$ cat src/acfp_pkg.sv
// Shared types, constants and the command filter function for the command frame parser.
package acfp_pkg;

  localparam int unsigned BYTE_W    = 8;
  localparam int unsigned IDX_W     = 4;
  localparam int unsigned ARG_SLOTS = 16;
  localparam int unsigned CFG_AW    = 4;
  localparam int unsigned CFG_DW    = 32;

  localparam logic [BYTE_W-1:0] GROUP_LO    = 8'hF0;
  localparam logic [BYTE_W-1:0] GROUP_HI    = 8'hFE;
  localparam logic [BYTE_W-1:0] NIBBLE_MASK = 8'h0F;

  localparam logic [BYTE_W-1:0] DEV_ADDR_RST = 8'd0;
  localparam logic [BYTE_W-1:0] SYNC_RST     = 8'd255;
  localparam logic [BYTE_W-1:0] BCAST_RST    = 8'd239;

  // Register index, taken from paddr[3:2].
  typedef enum logic [1:0] {
    REG_DEV_ADDR = 2'd0,
    REG_SYNC     = 2'd1,
    REG_BCAST    = 2'd2,
    REG_NONE     = 2'd3
  } reg_idx_t;

  typedef enum logic [1:0] {
    PH_IDLE = 2'd0,
    PH_CMD  = 2'd1,
    PH_ARGS = 2'd2
  } phase_t;

  typedef struct packed {
    logic [BYTE_W-1:0] dev_addr;
    logic [BYTE_W-1:0] sync_code;
    logic [BYTE_W-1:0] bcast_code;
  } cfg_t;

  typedef struct packed {
    logic              en;
    logic [IDX_W-1:0]  addr;
    logic [BYTE_W-1:0] data;
  } ram_wr_t;

  typedef struct packed {
    logic              start;
    logic [BYTE_W-1:0] command;
  } frame_t;

  // A command is taken when it is our address, a matching group code, or broadcast.
  function automatic logic cmd_accepted(input logic [BYTE_W-1:0] c, input cfg_t cfg);
    logic grp;
    grp = (c inside {[GROUP_LO:GROUP_HI]}) &&
          ((c & NIBBLE_MASK) == (cfg.dev_addr >> 4));
    return (c == cfg.dev_addr) || grp || (c == cfg.bcast_code);
  endfunction

endpackage

$ cat src/acfp_ifs.sv
// Valid/ready channel interfaces for received bytes and frame results.
interface acfp_in_if
  import acfp_pkg::*;
();
  logic              valid;
  logic              ready;
  logic [BYTE_W-1:0] rx_byte;

  modport source (output valid, output rx_byte, input ready);
  modport sink (input valid, input rx_byte, output ready);
endinterface

interface acfp_out_if
  import acfp_pkg::*;
();
  logic              valid;
  logic              ready;
  logic [BYTE_W-1:0] command_code;
  logic [IDX_W-1:0]  arg_index;
  logic [BYTE_W-1:0] arg_value;
  logic              frame_last;

  modport source (output valid, output command_code, output arg_index,
                  output arg_value, output frame_last, input ready);
  modport sink (input valid, input command_code, input arg_index,
                input arg_value, input frame_last, output ready);
endinterface

$ cat src/addressed_command_frame_parser_core.sv
// Top level of the addressed command frame parser with its configuration registers.
// The byte that completes a frame sets the drain's active flag, which issues the first
// store read; the read register then shows the first result, and results follow one
// per cycle while the sink is ready. Throughput: one received byte per cycle while
// input is open; a completed frame blocks input until its last result is transferred.
// Reset: rst_n is synchronous and active low; it restores the register defaults,
// idles the parser and drops any pending frame. The argument store is not cleared.
module addressed_command_frame_parser_core
  import acfp_pkg::*;
#(
  parameter int unsigned ARG_COUNT = 16
) (
  input  logic              clk,
  input  logic              rst_n,
  acfp_in_if.sink           in_ch,
  acfp_out_if.source        out_ch,
  input  logic              cfg_psel,
  input  logic              cfg_penable,
  input  logic              cfg_pwrite,
  input  logic [CFG_AW-1:0] cfg_paddr,
  input  logic [CFG_DW-1:0] cfg_pwdata,
  output logic [CFG_DW-1:0] cfg_prdata,
  output logic              cfg_pready
);

  // Configuration registers. Writes land in the access phase of an APB
  // transfer; the bus never waits.
  cfg_t     cfg_r, cfg_nxt;
  reg_idx_t reg_sel;
  logic     cfg_wr;

  assign cfg_pready = 1'b1;
  assign reg_sel    = reg_idx_t'(cfg_paddr[3:2]);
  assign cfg_wr     = cfg_psel && cfg_penable && cfg_pwrite && cfg_pready;

  always_ff @(posedge clk) begin
    if (!rst_n) begin
      cfg_r <= '{dev_addr: DEV_ADDR_RST, sync_code: SYNC_RST, bcast_code: BCAST_RST};
    end else begin
      cfg_r <= cfg_nxt;
    end
  end

  always_comb begin
    cfg_nxt = cfg_r;
    if (cfg_wr) begin
      case (reg_sel)
        REG_DEV_ADDR: cfg_nxt.dev_addr   = cfg_pwdata[BYTE_W-1:0];
        REG_SYNC:     cfg_nxt.sync_code  = cfg_pwdata[BYTE_W-1:0];
        REG_BCAST:    cfg_nxt.bcast_code = cfg_pwdata[BYTE_W-1:0];
        default:      cfg_nxt = cfg_r;
      endcase
    end
  end

  always_comb begin
    case (reg_sel)
      REG_DEV_ADDR: cfg_prdata = CFG_DW'(cfg_r.dev_addr);
      REG_SYNC:     cfg_prdata = CFG_DW'(cfg_r.sync_code);
      REG_BCAST:    cfg_prdata = CFG_DW'(cfg_r.bcast_code);
      default:      cfg_prdata = '0;
    endcase
  end

  // Input is held off while a completed frame is being read out of the store,
  // which keeps the store and the held command stable during the drain.
  logic              drain_busy;
  logic              in_xfer;
  ram_wr_t           ram_wr;
  frame_t            frame;
  logic              rd_en;
  logic [IDX_W-1:0]  rd_addr;
  logic [BYTE_W-1:0] rd_data;
  logic              res_valid;
  logic [IDX_W-1:0]  res_idx;
  logic              res_last;

  assign in_ch.ready = !drain_busy;
  assign in_xfer     = in_ch.valid && in_ch.ready;

  acfp_parser #(
    .ARG_COUNT(ARG_COUNT)
  ) u_parser (
    .clk     (clk),
    .rst_n   (rst_n),
    .cfg     (cfg_r),
    .byte_vld(in_xfer),
    .byte_in (in_ch.rx_byte),
    .ram_wr  (ram_wr),
    .frame   (frame)
  );

  // Argument store: one write per argument byte, one read per result.
  acfp_ram #(
    .WIDTH(BYTE_W),
    .DEPTH(ARG_SLOTS)
  ) u_arg_ram (
    .clk    (clk),
    .wr_en  (ram_wr.en),
    .wr_addr(ram_wr.addr),
    .wr_data(ram_wr.data),
    .rd_en  (rd_en),
    .rd_addr(rd_addr),
    .rd_data(rd_data)
  );

  acfp_drain #(
    .ARG_COUNT(ARG_COUNT)
  ) u_drain (
    .clk      (clk),
    .rst_n    (rst_n),
    .frame    (frame),
    .out_ready(out_ch.ready),
    .out_valid(res_valid),
    .out_idx  (res_idx),
    .out_last (res_last),
    .rd_en    (rd_en),
    .rd_addr  (rd_addr),
    .busy     (drain_busy)
  );

  // The held command stays put until the next frame, which cannot start
  // before the drain has finished.
  assign out_ch.valid        = res_valid;
  assign out_ch.command_code = frame.command;
  assign out_ch.arg_index    = res_idx;
  assign out_ch.arg_value    = rd_data;
  assign out_ch.frame_last   = res_last;

  // A result is never shown while new bytes are being taken.
  assert property (@(posedge clk) disable iff (!rst_n)
    !(out_ch.valid && in_ch.ready))
    else $error("result shown while input is open");

  // Results of one frame follow back to back with rising index.
  assert property (@(posedge clk) disable iff (!rst_n)
    out_ch.valid && out_ch.ready && !out_ch.frame_last |=>
      out_ch.valid && (out_ch.arg_index == IDX_W'($past(out_ch.arg_index) + 1)))
    else $error("frame results not contiguous");

  // Input reopens right after the last result of a frame is transferred.
  assert property (@(posedge clk) disable iff (!rst_n)
    out_ch.valid && out_ch.ready && out_ch.frame_last |=> in_ch.ready)
    else $error("input not reopened after frame");

  // A frame starts only from the byte taken in the same cycle.
  assert property (@(posedge clk) disable iff (!rst_n)
    frame.start |-> in_xfer && ram_wr.en)
    else $error("frame start without argument write");

endmodule

$ cat src/acfp_ram.sv
// Generic simple dual-port RAM with one write port and a registered read port.
module acfp_ram #(
  parameter int unsigned WIDTH = 8,
  parameter int unsigned DEPTH = 16
) (
  input  logic                     clk,
  input  logic                     wr_en,
  input  logic [$clog2(DEPTH)-1:0] wr_addr,
  input  logic [WIDTH-1:0]         wr_data,
  input  logic                     rd_en,
  input  logic [$clog2(DEPTH)-1:0] rd_addr,
  output logic [WIDTH-1:0]         rd_data
);

  logic [WIDTH-1:0] mem [DEPTH];
  logic [WIDTH-1:0] rd_data_r;

  always_ff @(posedge clk) begin
    if (wr_en) begin
      mem[wr_addr] <= wr_data;
    end
    if (rd_en) begin
      rd_data_r <= mem[rd_addr];
    end
  end

  assign rd_data = rd_data_r;

endmodule

$ cat src/acfp_parser.sv
// Byte parser: sync detection, command filtering and argument writes into the store.
module acfp_parser
  import acfp_pkg::*;
#(
  parameter int unsigned ARG_COUNT = 16
) (
  input  logic              clk,
  input  logic              rst_n,
  input  cfg_t              cfg,
  input  logic              byte_vld,
  input  logic [BYTE_W-1:0] byte_in,
  output ram_wr_t           ram_wr,
  output frame_t            frame
);

  localparam logic [IDX_W-1:0] LAST_IDX = IDX_W'(ARG_COUNT - 1);

  phase_t            phase_r, phase_nxt;
  logic [IDX_W-1:0]  fill_r, fill_nxt;
  logic [BYTE_W-1:0] cmd_r, cmd_nxt;
  logic              start;

  always_ff @(posedge clk) begin
    if (!rst_n) begin
      phase_r <= PH_IDLE;
      fill_r  <= '0;
      cmd_r   <= '0;
    end else begin
      phase_r <= phase_nxt;
      fill_r  <= fill_nxt;
      cmd_r   <= cmd_nxt;
    end
  end

  always_comb begin
    phase_nxt = phase_r;
    fill_nxt  = fill_r;
    cmd_nxt   = cmd_r;
    start     = 1'b0;
    ram_wr    = '{en: 1'b0, addr: fill_r, data: byte_in};
    if (byte_vld) begin
      if (byte_in == cfg.sync_code) begin
        phase_nxt = PH_CMD;
      end else begin
        case (phase_r)
          PH_CMD: begin
            cmd_nxt   = byte_in;
            fill_nxt  = '0;
            phase_nxt = cmd_accepted(byte_in, cfg) ? PH_ARGS : PH_IDLE;
          end
          PH_ARGS: begin
            ram_wr.en = 1'b1;
            if (fill_r == LAST_IDX) begin
              fill_nxt  = '0;
              start     = 1'b1;
              phase_nxt = PH_IDLE;
            end else begin
              fill_nxt = fill_r + IDX_W'(1);
            end
          end
          default: begin
            phase_nxt = PH_IDLE;
          end
        endcase
      end
    end
  end

  assign frame = '{start: start, command: cmd_r};

endmodule

$ cat src/acfp_drain.sv
// Frame drain: reads the stored arguments in order and presents them as results.
module acfp_drain
  import acfp_pkg::*;
#(
  parameter int unsigned ARG_COUNT = 16
) (
  input  logic             clk,
  input  logic             rst_n,
  input  frame_t           frame,
  input  logic             out_ready,
  output logic             out_valid,
  output logic [IDX_W-1:0] out_idx,
  output logic             out_last,
  output logic             rd_en,
  output logic [IDX_W-1:0] rd_addr,
  output logic             busy
);

  localparam logic [IDX_W-1:0] LAST_IDX = IDX_W'(ARG_COUNT - 1);

  logic             active_r, active_nxt;
  logic [IDX_W-1:0] rd_idx_r, rd_idx_nxt;
  logic [IDX_W-1:0] out_idx_r, out_idx_nxt;
  logic             out_valid_r, out_valid_nxt;

  always_ff @(posedge clk) begin
    if (!rst_n) begin
      active_r    <= 1'b0;
      rd_idx_r    <= '0;
      out_valid_r <= 1'b0;
    end else begin
      active_r    <= active_nxt;
      rd_idx_r    <= rd_idx_nxt;
      out_valid_r <= out_valid_nxt;
    end
  end

  always_ff @(posedge clk) begin
    out_idx_r <= out_idx_nxt;
  end

  // The RAM read register doubles as the result payload register, so a read
  // is issued only when the current result is gone or leaves this cycle.
  always_comb begin
    active_nxt    = active_r;
    rd_idx_nxt    = rd_idx_r;
    out_idx_nxt   = out_idx_r;
    out_valid_nxt = out_valid_r && !out_ready;
    rd_en         = active_r && (!out_valid_r || out_ready);
    if (rd_en) begin
      out_valid_nxt = 1'b1;
      out_idx_nxt   = rd_idx_r;
      if (rd_idx_r == LAST_IDX) begin
        active_nxt = 1'b0;
        rd_idx_nxt = '0;
      end else begin
        rd_idx_nxt = rd_idx_r + IDX_W'(1);
      end
    end
    if (frame.start) begin
      active_nxt = 1'b1;
      rd_idx_nxt = '0;
    end
  end

  assign rd_addr   = rd_idx_r;
  assign out_valid = out_valid_r;
  assign out_idx   = out_idx_r;
  assign out_last  = (out_idx_r == LAST_IDX);
  assign busy      = active_r || out_valid_r;

endmodule

$ cat src/flat_wrapper.sv
// flat-port wrapper written by rule: the top's interface ports become plain ports
module addressed_command_frame_parser_core_flat import acfp_pkg::*;
#(
  parameter int unsigned ARG_COUNT = 16
)
  (clk, rst_n, cfg_psel, cfg_penable, cfg_pwrite, cfg_paddr, cfg_pwdata, cfg_prdata, cfg_pready, in_ch_valid, in_ch_rx_byte, in_ch_ready, out_ch_valid, out_ch_command_code, out_ch_arg_index, out_ch_arg_value, out_ch_frame_last, out_ch_ready);
  acfp_in_if in_ch_i ();
  acfp_out_if out_ch_i ();
  input  logic clk;
  input  logic rst_n;
  input  logic cfg_psel;
  input  logic cfg_penable;
  input  logic cfg_pwrite;
  input  logic [CFG_AW-1:0] cfg_paddr;
  input  logic [CFG_DW-1:0] cfg_pwdata;
  output logic [CFG_DW-1:0] cfg_prdata;
  output logic cfg_pready;
  input wire logic [$bits(in_ch_i.valid)-1:0] in_ch_valid;
  input wire logic [$bits(in_ch_i.rx_byte)-1:0] in_ch_rx_byte;
  output wire logic [$bits(in_ch_i.ready)-1:0] in_ch_ready;
  output wire logic [$bits(out_ch_i.valid)-1:0] out_ch_valid;
  output wire logic [$bits(out_ch_i.command_code)-1:0] out_ch_command_code;
  output wire logic [$bits(out_ch_i.arg_index)-1:0] out_ch_arg_index;
  output wire logic [$bits(out_ch_i.arg_value)-1:0] out_ch_arg_value;
  output wire logic [$bits(out_ch_i.frame_last)-1:0] out_ch_frame_last;
  input wire logic [$bits(out_ch_i.ready)-1:0] out_ch_ready;
  assign in_ch_i.valid = in_ch_valid;
  assign in_ch_i.rx_byte = in_ch_rx_byte;
  assign in_ch_ready = in_ch_i.ready;
  assign out_ch_valid = out_ch_i.valid;
  assign out_ch_command_code = out_ch_i.command_code;
  assign out_ch_arg_index = out_ch_i.arg_index;
  assign out_ch_arg_value = out_ch_i.arg_value;
  assign out_ch_frame_last = out_ch_i.frame_last;
  assign out_ch_i.ready = out_ch_ready;
  addressed_command_frame_parser_core #(.ARG_COUNT(ARG_COUNT)) u_core (.clk(clk), .rst_n(rst_n), .in_ch(in_ch_i), .out_ch(out_ch_i), .cfg_psel(cfg_psel), .cfg_penable(cfg_penable), .cfg_pwrite(cfg_pwrite), .cfg_paddr(cfg_paddr), .cfg_pwdata(cfg_pwdata), .cfg_prdata(cfg_prdata), .cfg_pready(cfg_pready));
endmodule
$ cat config.mk
export PLATFORM = sky130hd
export DESIGN_NAME = addressed_command_frame_parser_core_flat
export DESIGN_NICKNAME = d
export VERILOG_FILES = /design/src/acfp_pkg.sv /design/src/acfp_ifs.sv /design/src/addressed_command_frame_parser_core.sv /design/src/acfp_ram.sv /design/src/acfp_parser.sv /design/src/acfp_drain.sv /design/src/flat_wrapper.sv
export SDC_FILE = /design/constraint.sdc
export NUM_CORES = 1
export LEC_CHECK = 0
export BUFFER_PORTS_ARGS = -buffer_cell sky130_fd_sc_hd__buf_4
export CAP_MARGIN = 20
export CORE_ASPECT_RATIO = 0.75
export CORE_MARGIN = 10
export CORE_UTILIZATION = 64
export CTS_BUF_LIST = sky130_fd_sc_hd__clkbuf_4 sky130_fd_sc_hd__clkbuf_8
export DETAILED_ROUTE_END_ITERATION = 6
export PLACE_DENSITY = 0.87
export SLEW_MARGIN = 25
export SYNTH_ARGS = -nofsm -noshare
export SYNTH_HDL_FRONTEND = slang
export SYNTH_SLANG_ARGS = --single-unit
$ cat constraint.sdc
create_clock -name clk -period 5.02 [get_ports clk]
set_input_delay 0.502 -clock clk [delete_from_list [all_inputs] [get_ports clk]]
set_output_delay 0.502 -clock clk [all_outputs]
set_load 0.05 [all_outputs]
==> metrics.yaml, run 1 <==
gr-usage-met3_pct: 4.83
yosysWarnings: 0
rows: 34
hold_end: "u_core.cfg_r[1]"
drc: 0
syn_area_per_cell_um2: 15.1
maxCapViolCount: 0
r2r_cells: 3
syn_inst: 520
cts.sinks: 184
async_flop_share_pct: 0
fp.dieArea_um2: 17100
end_kind: "flop"
fin_crit_sh_pct: 51.8
cp.required_ns: 5.25
use_met2_pct: 33.2
post-route-cell-area_um2: 8620
ff2ff_setup_slack_ns: 2.42
timing.rr.start: "u_core.u_drain.rd_addr[0]"
hold_viol: 0
tritoncts: "done"
routedWlPerCell_um: 23.0
drt_wl_total_um: 17000
grt_util_met1_pct: 26.9
stdcell_count: 741
holdCritPathClass: "in2reg"
setup_violations: 0
ys.flop_type: "edfxtp_1"
grt_pass1_wl_um: 26300
busiest_layer: "met2"
yosysUniqueCellTypes: 46
cts_resized: 0
worst_setup_path_start_kind: "flop"
tns_ns: 0
cp.arrival_ns: 2.83
die_w_um: 148
syn_area_um2: 7830
yosysTopAreaCell: "edfxtp_1"
vias: 4493
slew_headroom_pct: 33.0
worst_pin_slew_ns: 1.00
cts-buffers-inserted: 17
ios: 107
layout-drive-gt1-share_pct: 23.5
p_per_area_nw_per_um2: 325
max_freq_mhz: 384
seq_area_frac_synth_pct: 65.0
syn_to_final_growth_pct: 10.2
peakVddDrop_mv: 0.197
initial_core_util_pct: 66.4
htreeDepth: 4
gr-total-overflow: 0
antennaDiodeCount: 0
ant_nets: 0
dp_hpwl_um: 11300
die_h_um: 116
hp-start: "cfg_pwdata[1]"
rsz0062_at_grt: "no"
synth-edff-count: 140
dr.pass1.iters: 4
crit_type: "reg2reg"
skew_ns: 0.0203
postPlaceCellArea_um2: 8220
clk_pin_slew_ns: 0.11
cts_setup_buffers: 0
coreArea_um2: 11800
grt_start_max_net_pins: 38
clockBufferDepth: 2
min_period_ns: 2.60
status: "complete, no violations"
antenna_found_initial: 0
first_iter_violations: 422
clk_latency_ns: 0.48
nets: 624
numPortBuffers: 55
grt_pass1_vias: 4616
r2r-end: "u_core.u_arg_ram.rd_data[7]"
track_usage_pct: 20.5
slew_violations: 0
leakage_nw: 3.10
globalplace.congestion: 0.846
dp.cells: 709
cts_root_buffer: "clkbuf_8"
synth_top_area_share_pct: 53.7
yosys-top-cells-area: "edfxtp_1, mux4_2, dfxtp_1, mux2i_1, buf_4"
holdBufCountCts: 0
min_path_cells: 3
ys_ff_latch: 184
vias_per_cell: 6.06
worstPathMaxFanout: 22
-- cells in the final DEF (no fill, tap or decap), drive strengths merged, types with 2 or more instances in the layout --
cell / n
edfxtp: 140
buf: 58
nand2: 52
dfxtp: 44
mux4: 40
mux2i: 26
nor2: 26
conb: 25
xor2: 20
nand3: 18
clkbuf: 18
and3: 17
inv: 14
o21ai: 12
xnor2: 8
a21oi: 7
ha: 7
clkinv: 7
nor4: 5
nand4: 4
and2: 3
nor2b: 3
a31oi: 3
or3: 3
nor3b: 2
a31o: 2
-- worst max-delay path, cell delays in order (launching register included) --
cell and delay, ns:
dfxtp_2 0.81, buf_4 0.45, mux4_2 0.60, mux4_2 0.48
-- where the power goes --
group / internal [W] / leakage [nW] / switching (W) / total (W)
Sequential: 0.00163 / 1.62 / 0.00000377 / 0.00164
Combinational: 0.0000366 / 1.27 / 0.000121 / 0.000158
Clock: 0.000429 / 0.208 / 0.000575 / 0.00100
-- synth_stat cells, types with 4 or more instances --
cell type  count
mux2i_1       26
buf_4         27
dfxtp_1       44
xnor2_1        8
xor2_1        20
ha_1           7
nand2_1       52
edfxtp_1     140
nand3_1       18
mux4_2        40
clkbuf_1      14
o21ai_0       11
nor4_1         5
clkbuf_2       4
a21oi_1        7
nand4_1        4
nor2_1        26
inv_1          8
buf_2          4
and3_1        17
-- worst max path at each step --
stage	end	cells past startpoint	slack, ns	startpoint
after detailed placement	u_core.u_arg_ram.rd_data[3]	3	2.37	u_core.u_drain.rd_addr[0]
after floorplan	cfg_prdata[0]	3	2.39	cfg_paddr[2]
after global routing	u_core.u_arg_ram.rd_data[3]	3	2.25	u_core.u_drain.rd_addr[0]
after global placement	u_core.u_parser.phase_r[1]	6	2.29	in_ch_rx_byte[0]
after CTS	u_core.u_arg_ram.rd_data[3]	3	2.37	u_core.u_drain.rd_addr[0]
final	u_core.u_arg_ram.rd_data[7]	3	2.42	u_core.u_drain.rd_addr[0]
-- stage by stage --
step                setup WS, ns  utilization [%]  hold slack, ns  total power [W]
CTS                         2.37             73.2           0.239          0.00281
detailed placement          2.37             69.7           0.480          0.00183
global route                2.25             73.2           0.247          0.00288
global placement            2.29             69.7           0.471          0.00182
finish                      2.42             73.2           0.254          0.00280
floorplan                   2.39                -           0.432          0.00179
-- state kept, by name, summed over array words and instances (netlist names) --
register / count
u_core.u_drain.active_r: 1
u_core.u_parser.phase_r: 2
u_core.u_parser.cmd_r: 8
u_core.u_parser.fill_r: 4
u_core.u_drain.out_valid: 1
u_core.u_drain.rd_addr: 4
u_core.u_drain.out_idx: 4
u_core.cfg_r: 24
u_core.u_arg_ram.mem: 128
u_core.u_arg_ram.rd_data: 8
-- logic make-up after synthesis --
kind of cell / count (synthesis) / synth area share, %
adder cells (fa/ha/maj): 7 / 1.12
flip-flops: 184 / 65.0
other: 2 / 0.0960
multiplexers: 67 / 15.0
AO/OA/AOI/OAI: 32 / 2.56
AND/OR/NAND/NOR: 138 / 8.46
XOR/XNOR: 28 / 3.13
buffers and inverters: 62 / 4.68
-- area by class of cell --
cell class / count / area [um2]
clock buffer: 18 / 248
clock inverter: 14 / 160
fill: 748 / 3160
inverter: 8 / 30.0
multi-input combinational: 297 / 2460
sequential: 184 / 5090
tap: 162 / 203
timing repair buffer: 58 / 435
-- metal layers --
| layer | vias to the layer above | wire length (um) |
|---|---|---|
| li1 | 1991 | - |
| met1 | 2305 | 7350 |
| met2 | 179 | 8490 |
| met3 | 18 | 881 |
| met4 | 0 | 293 |
| met5 | - | 0 |
Power figures use the tool's default switching activity.
==> inputs of run 2 (changes only) <==
--- a/config.mk
+++ b/config.mk
@@ -9,10 +9,10 @@
 export CAP_MARGIN = 20
 export CORE_ASPECT_RATIO = 0.75
 export CORE_MARGIN = 10
-export CORE_UTILIZATION = 64
+export CORE_UTILIZATION = 59
 export CTS_BUF_LIST = sky130_fd_sc_hd__clkbuf_4 sky130_fd_sc_hd__clkbuf_8
 export DETAILED_ROUTE_END_ITERATION = 6
-export PLACE_DENSITY = 0.87
+export PLACE_DENSITY = 0.82
 export SLEW_MARGIN = 25
 export SYNTH_ARGS = -nofsm -noshare
 export SYNTH_HDL_FRONTEND = slang
==> constraint.sdc (replaced) <==
create_clock -name clk -period 2.62 [get_ports clk]
set_input_delay 0.262 -clock clk [delete_from_list [all_inputs] [get_ports clk]]
set_output_delay 0.262 -clock clk [all_outputs]
set_load 0.05 [all_outputs]
==> run 2 against run 1 <==
First-iteration DRC count up 4.3%. Sequential share of layout area down 0.60 points. Final area up 1.0%. Global-route usage down 1.2 points. Sequential cell count unchanged. Utilization down 6.0 points. Count of clock-buffer cells in the layout unchanged. Final cell count up 2.4%. Largest cell class unchanged.
==> metrics.yaml, run 2 (same netlist as run 1, synthesis figures left out) <==
status: "complete, no violations"
min_period_ns: 2.19  # -0.413 ns
crit_slowest_cell: "and3_1"
layout-drive-gt1-share_pct: 24.8  # +1.3 points
ff2ff_setup_slack_ns: 0.43  # -1.99 ns
gr-total-overflow: 0  # unchanged
slew_headroom_pct: 43.4  # +10 points
holdBufCountCts: 0  # unchanged
syn_to_final_growth_pct: 11.3
vias: 4524  # +0.69%
peakVddDrop_mv: 0.341  # +73%
dr.pass1.iters: 5  # +1
nets: 633  # +1.4%
worstPathMaxFanout: 17  # -23%
finalPower_w: 0.00525  # +88%
path_cells: "nor3b_2 -> o211a_1 -> and3_1"
numPortBuffers: 55  # unchanged
cts-buffers-inserted: 17  # unchanged
stdcell_count: 759  # +2.4%
drc: 0  # unchanged
crit_end: "u_core.u_arg_ram.mem[15][2]"
grt_start_max_net_pins: 30  # -21%
htreeDepth: 4  # unchanged
layout_common_cells: "edfxtp_1, buf_4, nand2_1, dfxtp_1, mux4_2"
drt_wl_total_um: 17200  # +1.2%
holdCritPathClass: "in2reg"
cp.arrival_ns: 2.30  # -0.53 ns
crit_type: "reg2reg"
r2r-end: "u_core.u_arg_ram.mem[15][2]"
fin_crit_sh_pct: 83.6  # +32 points
cts_resized: 0  # unchanged
tritoncts: "done"
fp.dieArea_um2: 18300  # +7.2%
clk_pin_slew_ns: 0.10  # about the same
dp_hpwl_um: 11700  # +3.3%
antennaDiodeCount: 0  # unchanged
first_iter_violations: 440  # +4.3%
coreArea_um2: 13000  # +10%
grt_pass1_vias: 4711  # +2.1%
routedWlPerCell_um: 22.7  # -1.2%
hold_viol: 0  # unchanged
die_w_um: 153  # +3.6%
largest_reg_flops: 128  # unchanged
die_h_um: 120  # +3.4%
clockBufferDepth: 2  # unchanged
dp.cells: 727  # +2.5%
clk_latency_ns: 0.48  # about the same
grt_pass1_wl_um: 27000  # +2.5%
globalplace.congestion: 0.820  # -3.1%
setup_violations: 0  # unchanged
ant_nets: 0  # unchanged
initial_core_util_pct: 60.3  # -6.1 points
fillCellCount: 907  # +21%
r2r_cells: 3  # unchanged
cp.required_ns: 2.73  # -2.52 ns
cpPeakStageDelay_ns: 0.59  # -0.22 ns
ios: 107  # unchanged
max_freq_mhz: 457  # +19%
leakage_nw: 3.13  # +1.3%
p_per_area_nw_per_um2: 602  # +86%
startpoint: "u_core.u_drain.active_r"
reg_top3: "u_core.u_arg_ram.mem (128), u_core.cfg_r (24)"
worst_setup_path_start_kind: "flop"
cts_setup_buffers: 0  # unchanged
antenna_found_initial: 0  # unchanged
end_kind: "flop"
timing.rr.start: "u_core.u_drain.active_r"
vias_per_cell: 5.96  # -1.7%
rows: 36  # +5.9%
layout.cells.most_common: "edfxtp_1"
track_usage_pct: 19.2  # -1.2 points
rsz0062_at_grt: "no"
slew_violations: 0  # unchanged
maxCapViolCount: 0  # unchanged
regMostFlops: "u_core.u_arg_ram.mem"
tns_ns: 0  # unchanged
skew_ns: 0.0209  # +0.000529 ns
worst_pin_slew_ns: 0.848  # -0.152 ns
cts.sinks: 184  # unchanged
cts_root_buffer: "clkbuf_8"
## run 2: changes by cell type in the layout (fill, tap and decap cells not counted), sizes merged
| cell | previous run | this run |
|---|---|---|
| buf | 58 | 67 |
| clkinv | 7 | 5 |
| bufinv | 1 | 0 |
| inv | 14 | 16 |
| clkinvlp | 0 | 1 |
## run 2: worst max-delay path, delay by kind of cell (launching register included)
family | cells | cell delay, ns
simple gates | 2 | 0.98
flops | 1 | 0.36
compound gates | 1 | 0.48
## run 2: layer usage
metal | up-vias | wire, um | track usage (%)
met5 | - | 0 | 0
met4 | 0 | 289 | 6.42
met3 | 25 | 1060 | 4.18
met2 | 200 | 8390 | 31.0
met1 | 2294 | 7480 | 25.6
li1 | 2005 | - | -
## run 2: through the flow
step,hold WS (ns),instance area (um2),worst slack [ns],util (%)
2_1_floorplan,0.361,7910,0.465,-
3_3_place_gp,0.471,8330,0.426,64.2
4_1_cts,0.00941,8710,0.484,67.1
6_report,0.0219,8710,0.430,67.2
3_5_place_dp,0.481,8330,0.346,64.2
5_1_grt,0.0176,8710,0.300,67.2
## run 2: power breakdown
group / switching [W] / internal [W] / total (W)
registers: 0.00000756 / 0.00313 / 0.00314
clock network: 0.00109 / 0.000710 / 0.00180
logic: 0.000238 / 0.0000755 / 0.000313
## run 2: layout make-up
type                       instances  area (um2)  share of cell area, %
clock buffer                      18         241                   2.77
clock inverter                    14         134                   1.54
inverter                           8        30.0                  0.345
multi-input combinational        297        2470                   28.3
sequential                       184        5090                   58.4
tap                              171         214                   2.46
timing repair buffer              67         541                   6.20
## run 2: worst min path at each step
stage | from | end | slack [ns] | cells past startpoint
4_1_cts | cfg_pwdata[7] | u_core.cfg_r[15] | 0.009 | 3
2_1_floorplan | in_ch_rx_byte[0] | u_core.u_arg_ram.mem[0][0] | 0.36 | 0
6_report | cfg_pwdata[7] | u_core.cfg_r[15] | 0.02 | 3
3_5_place_dp | u_core.cfg_r[4] | u_core.cfg_r[4] | 0.48 | 2
3_3_place_gp | u_core.cfg_r[4] | u_core.cfg_r[4] | 0.47 | 2
5_1_grt | cfg_pwdata[4] | u_core.cfg_r[12] | 0.02 | 3
==> inputs of run 3 (changes only) <==
==> constraint.sdc (replaced) <==
create_clock -name clk -period 2.1 [get_ports clk]
set_input_delay 0.21 -clock clk [delete_from_list [all_inputs] [get_ports clk]]
set_output_delay 0.21 -clock clk [all_outputs]
set_load 0.05 [all_outputs]
==> run 3 against run 2 <==
Final cell count increased by 4.7%. Utilization rose by 2.7 points. Final area increased by 4.0%. Critical path depth is the same. Non-clock buffer count increased by 36. Clock skew shrank 0.0045 ns. Sequential share of layout area shrank 2.2 points. Via count rose by 2.3%. Worst hold slack better by 0.037 ns. Critical path type unchanged. Largest cell class unchanged. Sequential cell count unchanged. Die area stayed put. Global-route usage fell by 0.27 points.
==> metrics.yaml, run 3 (same netlist as run 1, synthesis figures left out) <==
gr-total-overflow: 0  # unchanged
ant_nets: 0  # unchanged
max_freq_mhz: 498  # +9.0%
largest_reg_flops: 128  # unchanged
clk_pin_slew_ns: 0.11  # about the same
drt_wl_total_um: 17300  # +0.19%
holdBufCountCts: 8  # +8
p_clk_share_pct: 34.7  # +0.5 points
layout-drive-gt1-share_pct: 27.6  # +2.7 points
whs_ns: 0.0588  # +0.0368 ns
cts_resized: 0  # unchanged
fin_crit_sh_pct: 95.6  # +12 points
maxCapViolCount: 0  # unchanged
dp.cells: 755  # +3.9%
first_iter_violations: 397  # -9.8%
cpPeakStageDelay_ns: 0.53  # -0.06 ns
grt_pass1_vias: 4786  # +1.6%
cp.required_ns: 2.30  # -0.43 ns
hold_end: "u_core.cfg_r[6]"
crit_family: "multiplexers"
ios: 107  # unchanged
cts.sinks: 184  # unchanged
hp-start: "rst_n"
tns_ns: 0  # unchanged
min_period_ns: 2.01  # -0.181 ns
worst_setup_path_start_kind: "flop"
cts_root_buffer: "clkbuf_8"
setup_violations: 0  # unchanged
layout.cells.most_common: "edfxtp_1"
finalPower_w: 0.00662  # +26%
antennaDiodeCount: 0  # unchanged
track_usage_pct: 19.0  # -0.27 points
coreArea_um2: 13000  # unchanged
combPwrFrac_pct: 6.2  # +0.2 points
fp.dieArea_um2: 18300  # unchanged
clockBufferDepth: 2  # unchanged
slew_headroom_pct: 56.7  # +13 points
routedWlPerCell_um: 21.7  # -4.3%
initial_core_util_pct: 60.3  # unchanged
globalplace.congestion: 0.821  # +0.11%
holdCritPathClass: "in2reg"
reg_top3: "u_core.u_arg_ram.mem (128), u_core.cfg_r (24)"
dr.pass1.iters: 5  # unchanged
status: "complete, no violations"
fin_util_pct: 69.8  # +2.7 points
peakVddDrop_mv: 0.429  # +26%
crit_slowest_cell: "mux4_2"
vias: 4629  # +2.3%
p_per_area_nw_per_um2: 730  # +21%
clk_latency_ns: 0.46  # -0.02 ns
hold_viol: 0  # unchanged
path_cells: "buf_12 -> mux4_2 -> mux4_2"
crit_buf_inv: 1  # +1
p_sw_share_pct: 25.8  # +0.39 points
nets: 669  # +5.7%
tritoncts: "done"
min_path_cells: 2  # -1
seqPwrFrac_pct: 59.2  # -0.6 points
worst_pin_slew_ns: 0.649  # -0.199 ns
dp_hpwl_um: 11800  # +0.83%
regMostFlops: "u_core.u_arg_ram.mem"
cts_setup_buffers: 0  # unchanged
vias_per_cell: 5.82  # -2.3%
htreeDepth: 4  # unchanged
worstPathMaxFanout: 15  # -2
crit_type: "reg2reg"
r2r-end: "u_core.u_arg_ram.rd_data[7]"
numPortBuffers: 55  # unchanged
syn_to_final_growth_pct: 15.8
cts-buffers-inserted: 17  # unchanged
stdcell_count: 795  # +4.7%
rows: 36  # unchanged
grt_pass1_wl_um: 27100  # +0.46%
antenna_found_initial: 0  # unchanged
skew_ns: 0.0164  # -0.00446 ns
cp.arrival_ns: 2.21  # -0.09 ns
p_int_w: 0.00491  # +25%
switchingPower_w: 0.00171  # +28%
crit_top_cell: "mux4_2"
grt_start_max_net_pins: 38  # +27%
leakage_nw: 3.33  # +6.2%
die_w_um: 153  # unchanged
rsz0062_at_grt: "no"
r2r_cells: 3  # unchanged
ff2ff_setup_slack_ns: 0.09  # -0.34 ns
layout_common_cells: "edfxtp_1, buf_4, nand2_1, dfxtp_1, mux4_2"
die_h_um: 120  # unchanged
drc: 0  # unchanged
end_kind: "flop"
slew_violations: 0  # unchanged
timing.rr.start: "u_core.u_drain.rd_addr[0]"
==> run 3: how the worst max path moves through the flow <==
stage | startpoint | end | slack (ns) | cells past startpoint
after floorplan | cfg_paddr[2] | cfg_prdata[0] | 0.05 | 3
after global placement | u_core.u_drain.rd_addr[0] | u_core.u_arg_ram.rd_data[2] | 0.08 | 3
after detailed placement | u_core.u_drain.rd_addr[0] | u_core.u_arg_ram.rd_data[1] | 0.07 | 3
after CTS | u_core.u_drain.rd_addr[0] | u_core.u_arg_ram.rd_data[1] | 0.06 | 3
after global routing | u_core.u_drain.rd_addr[0] | u_core.u_arg_ram.rd_data[5] | 0.02 | 3
final | u_core.u_drain.rd_addr[0] | u_core.u_arg_ram.rd_data[7] | 0.09 | 3
==> run 3: final cells by class <==
type | instances | area, um2
timing repair buffer | 103 | 881
multi-input combinational | 297 | 2460
inverter | 8 | 30.0
tap | 171 | 214
clock buffer | 17 | 234
clock inverter | 15 | 155
sequential | 184 | 5090
fill | 842 | 3910
==> run 3: per-stage QoR <==
step	worst slack [ns]	instance area, um2
3_3_place_gp	0.0823	8590
6_report	0.0917	9060
2_1_floorplan	0.0494	7910
5_1_grt	0.0203	9060
4_1_cts	0.0650	9060
3_5_place_dp	0.0686	8590
==> run 3: metal layers <==
layer  GRT usage [%]  vias up  wire, um
li1                -     2072         -
met1            25.0     2368      7420
met2            31.0      176      8520
met3            4.68       13      1130
met4            5.23        0       181
met5               0        -         0
==> run 3: power by group through the flow <==
stage | logic [W] | clock network, W | registers (W)
floorplan | 0.000284 | 0 | 0.00400
global placement | 0.000382 | 0 | 0.00400
detailed placement | 0.000390 | 0 | 0.00400
CTS | 0.000403 | 0.00232 | 0.00392
global route | 0.000430 | 0.00247 | 0.00392
finish | 0.000408 | 0.00229 | 0.00392
